[src/rtl/gbpf_pkg.sv]
// Package for the GCD core: widths, micro-op and condition codes, micro-step
// addresses, the microcode table and the structs passed between sequencer and datapath.
// No dependencies.
`default_nettype none

package gbpf_pkg;

  // Default operand width (the top level overrides through its parameter)
  localparam int unsigned OPERAND_WIDTH_DEF = 16;

  // Micro-step address
  localparam int unsigned UPC_W = 3;
  typedef logic [UPC_W-1:0] upc_t;

  localparam upc_t UPC_IDLE       = 3'd0;
  localparam upc_t UPC_CHK_SMALL  = 3'd1;
  localparam upc_t UPC_HALVE_BOTH = 3'd2;
  localparam upc_t UPC_HALVE_A    = 3'd3;
  localparam upc_t UPC_TEST_B     = 3'd4;
  localparam upc_t UPC_HALVE_B    = 3'd5;
  localparam upc_t UPC_EMIT       = 3'd6;
  localparam upc_t UPC_SUB        = 3'd7;

  // Branch conditions tested by the sequencer
  typedef enum logic [2:0] {
    COND_ALWAYS    = 3'd0,
    COND_IN_VALID  = 3'd1,
    COND_SMALL     = 3'd2,
    COND_BOTH_EVEN = 3'd3,
    COND_A_EVEN    = 3'd4,
    COND_B_ZERO    = 3'd5,
    COND_B_EVEN    = 3'd6,
    COND_OUT_FREE  = 3'd7
  } cond_t;

  // Datapath operations, carried out only when the step's condition holds
  typedef enum logic [2:0] {
    OP_NOP     = 3'd0,
    OP_LOAD    = 3'd1,
    OP_SET_ONE = 3'd2,
    OP_SHR_AB  = 3'd3,
    OP_SHR_A   = 3'd4,
    OP_SHR_B   = 3'd5,
    OP_SUB     = 3'd6,
    OP_EMIT    = 3'd7
  } op_t;

  // One control word of the microprogram
  typedef struct packed {
    cond_t cond;
    op_t   op;
    upc_t  pc_true;
    upc_t  pc_false;
  } uword_t;

  // Datapath flags seen by the sequencer
  typedef struct packed {
    logic in_valid;
    logic below_two;
    logic both_even;
    logic a_even;
    logic b_zero;
    logic b_even;
    logic out_free;
  } dp_status_t;

  // Control from sequencer to datapath
  typedef struct packed {
    op_t  op;
    logic in_ready;
  } dp_ctrl_t;

  // Microprogram: binary (Stein) GCD with an early exit for operands below 2
  function automatic uword_t ucode(input upc_t pc);
    uword_t w;
    case (pc)
      UPC_IDLE:       w = '{COND_IN_VALID,  OP_LOAD,    UPC_CHK_SMALL,  UPC_IDLE};
      UPC_CHK_SMALL:  w = '{COND_SMALL,     OP_SET_ONE, UPC_EMIT,       UPC_HALVE_BOTH};
      UPC_HALVE_BOTH: w = '{COND_BOTH_EVEN, OP_SHR_AB,  UPC_HALVE_BOTH, UPC_HALVE_A};
      UPC_HALVE_A:    w = '{COND_A_EVEN,    OP_SHR_A,   UPC_HALVE_A,    UPC_TEST_B};
      UPC_TEST_B:     w = '{COND_B_ZERO,    OP_NOP,     UPC_EMIT,       UPC_HALVE_B};
      UPC_HALVE_B:    w = '{COND_B_EVEN,    OP_SHR_B,   UPC_HALVE_B,    UPC_SUB};
      UPC_EMIT:       w = '{COND_OUT_FREE,  OP_EMIT,    UPC_IDLE,       UPC_EMIT};
      UPC_SUB:        w = '{COND_ALWAYS,    OP_SUB,     UPC_TEST_B,     UPC_TEST_B};
      default:        w = '{COND_ALWAYS,    OP_NOP,     UPC_IDLE,       UPC_IDLE};
    endcase
    return w;
  endfunction

endpackage

`default_nettype wire

[src/rtl/gbpf_ifs.sv]
// Stream interfaces for the GCD core: operand request channel and result channel.
// Depends on gbpf_pkg for the default width.
`default_nettype none

interface gbpf_in_if #(
  parameter int unsigned OPERAND_WIDTH = gbpf_pkg::OPERAND_WIDTH_DEF
);
  logic                     valid;
  logic                     ready;
  logic [OPERAND_WIDTH-1:0] first_value;
  logic [OPERAND_WIDTH-1:0] second_value;

  modport source (output valid, first_value, second_value, input ready);
  modport sink   (input valid, first_value, second_value, output ready);
endinterface

interface gbpf_out_if #(
  parameter int unsigned OPERAND_WIDTH = gbpf_pkg::OPERAND_WIDTH_DEF
);
  logic                     valid;
  logic                     ready;
  logic [OPERAND_WIDTH-1:0] divisor;

  modport source (output valid, divisor, input ready);
  modport sink   (input valid, divisor, output ready);
endinterface

`default_nettype wire

[src/rtl/gbpf_sequencer.sv]
// Microcode sequencer: step counter, condition select and branch from the table.
// Depends on gbpf_pkg (microcode table, codes and structs).
`default_nettype none

module gbpf_sequencer (
  input  wire logic                clk,
  input  wire logic                rst_n,
  input  wire gbpf_pkg::dp_status_t status,
  output gbpf_pkg::dp_ctrl_t       ctrl
);

  gbpf_pkg::upc_t   pc_r;
  gbpf_pkg::upc_t   pc_nxt;
  gbpf_pkg::uword_t uw;
  logic             cond_hit;

  assign uw = gbpf_pkg::ucode(pc_r);

  // condition select
  always_comb begin
    case (uw.cond)
      gbpf_pkg::COND_ALWAYS:    cond_hit = 1'b1;
      gbpf_pkg::COND_IN_VALID:  cond_hit = status.in_valid;
      gbpf_pkg::COND_SMALL:     cond_hit = status.below_two;
      gbpf_pkg::COND_BOTH_EVEN: cond_hit = status.both_even;
      gbpf_pkg::COND_A_EVEN:    cond_hit = status.a_even;
      gbpf_pkg::COND_B_ZERO:    cond_hit = status.b_zero;
      gbpf_pkg::COND_B_EVEN:    cond_hit = status.b_even;
      gbpf_pkg::COND_OUT_FREE:  cond_hit = status.out_free;
      default:                  cond_hit = 1'b0;
    endcase
  end

  // branch and op gating
  always_comb begin
    pc_nxt        = cond_hit ? uw.pc_true : uw.pc_false;
    ctrl.op       = cond_hit ? uw.op : gbpf_pkg::OP_NOP;
    ctrl.in_ready = (pc_r == gbpf_pkg::UPC_IDLE);
  end

  always_ff @(posedge clk) begin
    if (!rst_n) begin
      pc_r <= gbpf_pkg::UPC_IDLE;
    end else begin
      pc_r <= pc_nxt;
    end
  end

endmodule

`default_nettype wire

[src/rtl/gbpf_datapath.sv]
// Datapath of the GCD core: operand registers, shift count, subtractor and output register.
// Depends on gbpf_pkg (op codes and structs).
`default_nettype none

module gbpf_datapath #(
  parameter int unsigned OPERAND_WIDTH = gbpf_pkg::OPERAND_WIDTH_DEF
) (
  input  wire logic                     clk,
  input  wire logic                     rst_n,
  input  wire gbpf_pkg::dp_ctrl_t       ctrl,
  output gbpf_pkg::dp_status_t          status,
  input  wire logic                     in_valid,
  input  wire logic [OPERAND_WIDTH-1:0] in_first,
  input  wire logic [OPERAND_WIDTH-1:0] in_second,
  output logic                          out_valid,
  input  wire logic                     out_ready,
  output logic [OPERAND_WIDTH-1:0]      out_divisor
);

  localparam int unsigned KW = $clog2(OPERAND_WIDTH);

  logic [OPERAND_WIDTH-1:0] a_r, a_nxt;
  logic [OPERAND_WIDTH-1:0] b_r, b_nxt;
  logic [KW-1:0]            k_r, k_nxt;
  logic [OPERAND_WIDTH-1:0] dout_r, dout_nxt;
  logic                     ovld_r, ovld_nxt;
  logic [OPERAND_WIDTH-1:0] d_ab, d_ba;
  logic                     a_gt_b;

  assign d_ab   = a_r - b_r;
  assign d_ba   = b_r - a_r;
  assign a_gt_b = (a_r > b_r);

  // flags for the sequencer
  always_comb begin
    status.in_valid  = in_valid;
    status.below_two = (a_r[OPERAND_WIDTH-1:1] == '0) || (b_r[OPERAND_WIDTH-1:1] == '0);
    status.both_even = !a_r[0] && !b_r[0];
    status.a_even    = !a_r[0];
    status.b_zero    = (b_r == '0);
    status.b_even    = !b_r[0];
    status.out_free  = !ovld_r || out_ready;
  end

  // operation decode
  always_comb begin
    a_nxt    = a_r;
    b_nxt    = b_r;
    k_nxt    = k_r;
    dout_nxt = dout_r;
    ovld_nxt = ovld_r && !out_ready;
    case (ctrl.op)
      gbpf_pkg::OP_NOP: ;
      gbpf_pkg::OP_LOAD: begin
        a_nxt = in_first;
        b_nxt = in_second;
        k_nxt = '0;
      end
      gbpf_pkg::OP_SET_ONE: begin
        a_nxt = OPERAND_WIDTH'(1);
        k_nxt = '0;
      end
      gbpf_pkg::OP_SHR_AB: begin
        a_nxt = a_r >> 1;
        b_nxt = b_r >> 1;
        k_nxt = k_r + KW'(1);
      end
      gbpf_pkg::OP_SHR_A: a_nxt = a_r >> 1;
      gbpf_pkg::OP_SHR_B: b_nxt = b_r >> 1;
      gbpf_pkg::OP_SUB: begin
        // keep the smaller value in a, the difference in b
        if (a_gt_b) begin
          a_nxt = b_r;
          b_nxt = d_ab;
        end else begin
          b_nxt = d_ba;
        end
      end
      gbpf_pkg::OP_EMIT: begin
        dout_nxt = a_r << k_r;
        ovld_nxt = 1'b1;
      end
      default: ;
    endcase
  end

  // payload registers
  always_ff @(posedge clk) begin
    a_r    <= a_nxt;
    b_r    <= b_nxt;
    k_r    <= k_nxt;
    dout_r <= dout_nxt;
  end

  always_ff @(posedge clk) begin
    if (!rst_n) begin
      ovld_r <= 1'b0;
    end else begin
      ovld_r <= ovld_nxt;
    end
  end

  assign out_valid   = ovld_r;
  assign out_divisor = dout_r;

endmodule

`default_nettype wire

[src/rtl/gcd_by_prime_factors_core.sv]
// Greatest common divisor core.
// Channels: in_if carries a request of two unsigned operands (first_value,
// second_value); out_if returns one divisor per request. Both use valid/ready
// and move an item at a clock edge where both are high.
// An operand of 0 or 1 gives a divisor of 1.
// Operation: one request is worked at a time by a microcoded binary GCD. A
// request with a 0 or 1 operand is accepted, checked and emitted; otherwise it
// is accepted and checked, both operands are halved per common factor of two,
// first_value is halved per further factor of two, and reduction rounds follow,
// each a test of b for zero, the halvings of b and a subtract, until b is zero
// and the result is emitted. out_if.valid rises from the output register after
// the emit step.
// in_if.ready is high only while the sequencer waits for a request.
// Output: the result sits in an output register; the next request is accepted
// and worked while it waits. If the receiver stalls, the next result holds in
// the datapath, with the sequencer at its emit step, until the register is free.
// Reset (rst_n low, synchronous) returns the sequencer to idle and drops
// out_if.valid; no clearing pass is needed.
// Depends on gbpf_pkg, gbpf_ifs, gbpf_sequencer and gbpf_datapath.
`default_nettype none

module gcd_by_prime_factors_core #(
  parameter int unsigned OPERAND_WIDTH = gbpf_pkg::OPERAND_WIDTH_DEF
) (
  input  wire logic  clk,
  input  wire logic  rst_n,
  gbpf_in_if.sink    in_if,
  gbpf_out_if.source out_if
);

  gbpf_pkg::dp_ctrl_t   ctrl;
  gbpf_pkg::dp_status_t status;

  gbpf_sequencer u_seq (
    .clk    (clk),
    .rst_n  (rst_n),
    .status (status),
    .ctrl   (ctrl)
  );

  gbpf_datapath #(
    .OPERAND_WIDTH (OPERAND_WIDTH)
  ) u_dp (
    .clk         (clk),
    .rst_n       (rst_n),
    .ctrl        (ctrl),
    .status      (status),
    .in_valid    (in_if.valid),
    .in_first    (in_if.first_value),
    .in_second   (in_if.second_value),
    .out_valid   (out_if.valid),
    .out_ready   (out_if.ready),
    .out_divisor (out_if.divisor)
  );

  assign in_if.ready = ctrl.in_ready;

endmodule

`default_nettype wire

[src/flat_wrapper.sv]
// flat-port wrapper written by rule: the top's interface ports become plain ports
module gcd_by_prime_factors_core_flat 
#(
  parameter int unsigned OPERAND_WIDTH = gbpf_pkg::OPERAND_WIDTH_DEF
)
  (clk, rst_n, in_if_valid, in_if_first_value, in_if_second_value, in_if_ready, out_if_valid, out_if_divisor, out_if_ready);
  gbpf_in_if #(.OPERAND_WIDTH(OPERAND_WIDTH)) in_if_i ();
  gbpf_out_if #(.OPERAND_WIDTH(OPERAND_WIDTH)) out_if_i ();
  input  wire logic clk;
  input  wire logic rst_n;
  input wire logic [$bits(in_if_i.valid)-1:0] in_if_valid;
  input wire logic [$bits(in_if_i.first_value)-1:0] in_if_first_value;
  input wire logic [$bits(in_if_i.second_value)-1:0] in_if_second_value;
  output wire logic [$bits(in_if_i.ready)-1:0] in_if_ready;
  output wire logic [$bits(out_if_i.valid)-1:0] out_if_valid;
  output wire logic [$bits(out_if_i.divisor)-1:0] out_if_divisor;
  input wire logic [$bits(out_if_i.ready)-1:0] out_if_ready;
  assign in_if_i.valid = in_if_valid;
  assign in_if_i.first_value = in_if_first_value;
  assign in_if_i.second_value = in_if_second_value;
  assign in_if_ready = in_if_i.ready;
  assign out_if_valid = out_if_i.valid;
  assign out_if_divisor = out_if_i.divisor;
  assign out_if_i.ready = out_if_ready;
  gcd_by_prime_factors_core #(.OPERAND_WIDTH(OPERAND_WIDTH)) u_core (.clk(clk), .rst_n(rst_n), .in_if(in_if_i), .out_if(out_if_i));
endmodule
[config.mk]
export PLATFORM = sky130hd
export DESIGN_NAME = gcd_by_prime_factors_core_flat
export DESIGN_NICKNAME = d
export VERILOG_FILES = /design/src/rtl/gbpf_pkg.sv /design/src/rtl/gbpf_ifs.sv /design/src/rtl/gbpf_sequencer.sv /design/src/rtl/gbpf_datapath.sv /design/src/rtl/gcd_by_prime_factors_core.sv /design/src/flat_wrapper.sv
export SDC_FILE = /design/constraint.sdc
export NUM_CORES = 1
export LEC_CHECK = 0
export BUFFER_PORTS_ARGS = -buffer_cell sky130_fd_sc_hd__buf_4
export CORE_AREA = 2 2 97 99
export DETAILED_ROUTE_END_ITERATION = 7
export DIE_AREA = 0 0 99 101
export HOLD_SLACK_MARGIN = 0.02
export PLACE_DENSITY_LB_ADDON = 0.3
export SLEW_MARGIN = 20
export SYNTH_ARGS = -nofsm -noshare
export SYNTH_HDL_FRONTEND = slang
export SYNTH_SLANG_ARGS = --single-unit
[constraint.sdc]
create_clock -name clk -period 4 [get_ports clk]
set_input_delay 0.2 -clock clk [delete_from_list [all_inputs] [get_ports clk]]
set_output_delay 0.2 -clock clk [all_outputs]
set_load 0.1 [all_outputs]
==> flow_summary.yaml <==
setup_path:
  path_buf_inv: 2
  endpoint_kind: "register"
  crit_slowest_cell: "edfxtp_1"
  path_max_fanout: 6
  cp-startpoint: "u_core.u_dp.a_r[0]"
  cpMostUsedCell: "inv_1"
  required_ps: 4070
  crit_type: "register to register"
  max_stage_delay_ps: 510
  start_kind: "register"
  arrival_ps: 3500
  path_cells: "inv_1, ha_1, inv_1, fa_1, a21o_1, o21ai_0, a311o_4, a21o_4, mux2_4, a31oi_1, xor2_1, o21ai_1"
  r2r_start: "u_core.u_dp.a_r[0]"
  critical_path.top_delay_family: "compound AO/OA/AOI/OAI gates"
routing:
  drt_iter0_markers: 436
  postRouteWirelength_um: 14340
  detail-route-antenna-nets: 0
  vias_per_cell: 6.332
  drc: 0
  first_pass_iters: 5
  dr_total_vias: 4578
  wl_per_cell_um: 19.83
sta:
  final-max-slew-violation-count: 0
  fin_ws_ps: 566.1
  setup_viol: 0
  fin_skew_ps: 8.187
  tns_ps: 0
  max_freq_ghz: 0.2912
  fin_crit_sh: 0.8585
  slew_headroom: 0.3678
  worst_pin_slew_ps: 948.3
  fin_crit_ps: 3434
  finalHoldViolations: 0
  rsz0062_at_grt: "false"
final_layout:
  diodes: 0
  nets: 685
  area_growth_pct: 11.05
  drive_above_1_share: 0.1601
  design_area_sq_um: 5862
  utilization: 0.6530
run_status:
  status: "complete, no violations"
synth:
  ys_seq_area_frac: 0.3527
  synth_seq_cells: 67
  ys.flop_type: "edfxtp_1"
  netlist_instances: 569
  yosysWarnings: 0
  syn_area_sq_um: 5279
  syn_nets: 647
  syn_avg_cell_area_sq_um: 9.277
  synthArstFlopShare: 0
  ys_types: 67
  synth_edf_count: 52
grt:
  grt_use_met3: 0.08114
  met1_usage: 0.3864
  grt_overflow: 0
  grt_use_met2: 0.4683
  grtUsageTotal: 0.2945
  first_global_vias: 4394
  antenna_found_initial: 0
  busiest_layer: "met2"
  grt_start_max_net_pins: 32
  grt_pass1_wl_um: 22930
clocking:
  htree_num_levels: 3
  post_cts_resized: 0
  cts.sinks: 67
  cts_setup_buffers: 0
  clk_pin_slew_ps: 80
  cts_buffer_depth: 2
  worstSkewPairLatency_ps: 350
  cts_hold_buffers: 0
  cts_made_buffers: 9
  clockRootBuffer: "clkbuf_8"
  cts_tree: "built"
floorplanning:
  io_pins: 54
  die_x_um: 99
  die_h_um: 101
  row_count: 35
  initial_utilization: 0.5880
  core_area_sq_um: 8977
  dieArea_sq_um: 9999
placed_design:
  dp_hpwl_um: 10800
  gp_congestion: 0.9586
  dpl-instance-area_sq_um: 5674
  portBuffers: 53
  pre_cts_slack_ps: 657.8
worst_hold_path:
  hp-start: "rst_n"
  hold_class: "primary input to register"
run:
  cap_violations: 0
worst paths after layout:
| path | slack (ps) | depth (start not counted) | end |
|---|---|---|---|
| max | 570 | 12 | u_core.u_dp.b_r[12] |
| min reg2reg | 510 | 2 | u_core.u_seq.pc_r[0] |
| min | 90 | 2 | u_core.u_dp.out_valid |
| max reg2reg | 570 | 12 | u_core.u_dp.b_r[12] |
cell type report:
type / count / area (sq um)
Fill cell: 741 / 3115
Multi-Input combinational cell: 423 / 3053
Sequential cell: 67 / 1862
Timing Repair Buffer: 60 / 450.4
Inverter: 46 / 172.7
Clock buffer: 11 / 152.6
Tap cell: 111 / 138.9
Clock inverter: 5 / 32.53
registers in the layout (all words and copies together), names as in the netlist:
| register | cells |
|---|---|
| u_core.u_dp.a_r | 16 |
| u_core.u_dp.b_r | 16 |
| u_core.u_dp.out_divisor | 16 |
| u_core.u_seq.uw | 11 |
| u_core.u_dp.k_r | 4 |
| u_core.u_seq.pc_r | 3 |
| u_core.u_dp.out_valid | 1 |
worst register-to-register path: stages, from the launching register on:
cell and delay, ps:
edfxtp_1 510, inv_1 140, ha_1 220, inv_1 70
fa_1 420, a21o_1 190, o21ai_0 260, a311o_4 320
a21o_4 210, mux2_4 310, a31oi_1 200, xor2_1 220
o21ai_1 90
synth_stat cells (4+ instances only):
cell type | count | area [sq um]
nor3_1 | 13 | 65.06
clkbuf_1 | 15 | 56.30
inv_1 | 45 | 168.9
buf_4 | 5 | 37.54
and3_1 | 4 | 25.02
o21ai_1 | 14 | 70.07
nor4_1 | 6 | 37.54
a21oi_1 | 28 | 140.1
o22ai_1 | 5 | 31.28
a211oi_1 | 6 | 45.04
nand2_1 | 49 | 183.9
nor2b_1 | 10 | 62.56
mux2i_1 | 30 | 300.3
buf_2 | 8 | 40.04
nand3_1 | 6 | 30.03
nand2b_1 | 7 | 43.79
a22oi_1 | 30 | 225.2
a31oi_1 | 11 | 68.82
o21ai_0 | 37 | 185.2
a21o_1 | 13 | 97.59
buf_6 | 4 | 45.04
and2_1 | 4 | 25.02
o21a_1 | 8 | 60.06
edfxtp_1 | 52 | 1562
o211ai_1 | 4 | 30.03
nor2_1 | 25 | 93.84
ha_1 | 40 | 500.5
xnor2_1 | 6 | 52.55
nand4_1 | 7 | 43.79
xor2_1 | 12 | 105.1
dfxtp_1 | 15 | 300.3
cell families (layout without fill, tap and decap cells):
family                     Yosys count  count (layout)  synth area share
AOI/OAI and AO/OA                  180             180            0.2261
xor gates and xnor gates            18              18           0.02986
DFF                                 67              67            0.3527
buffers and inverters               79             122           0.06945
adders and majority gates           42              42            0.1024
muxes                               35              35           0.07679
and+or+nand+nor                    148             148            0.1427
cells in the final DEF, fill, tap and decap left out, types with 14 or more instances in the layout:
cell,Yosys,layout
o21ai_1,14,14
edfxtp_1,52,52
inv_1,45,45
dfxtp_1,15,15
nor2_1,25,24
buf_4,5,60
a22oi_1,30,30
mux2i_1,30,30
a21oi_1,28,28
nand2_1,49,49
o21ai_0,37,37
ha_1,40,40
per-stage QoR:
| stage | instances | hold WS (ps) |
|---|---|---|
| floorplan | 569 | 317.8 |
| global placement | 707 | 445.1 |
| detailed placement | 707 | 455.3 |
| CTS | 723 | 91.01 |
| global route | 723 | 97.53 |
| finish | 723 | 94.81 |
layer usage:
metal,vias to the layer above,wire length (um)
li1,2164,-
met1,2134,5904
met2,246,6728
met3,34,1361
met4,0,346
met5,-,0
Power is not shown: default switching activity piles up to over one toggle a cycle in this logic, so the estimate is an artifact.
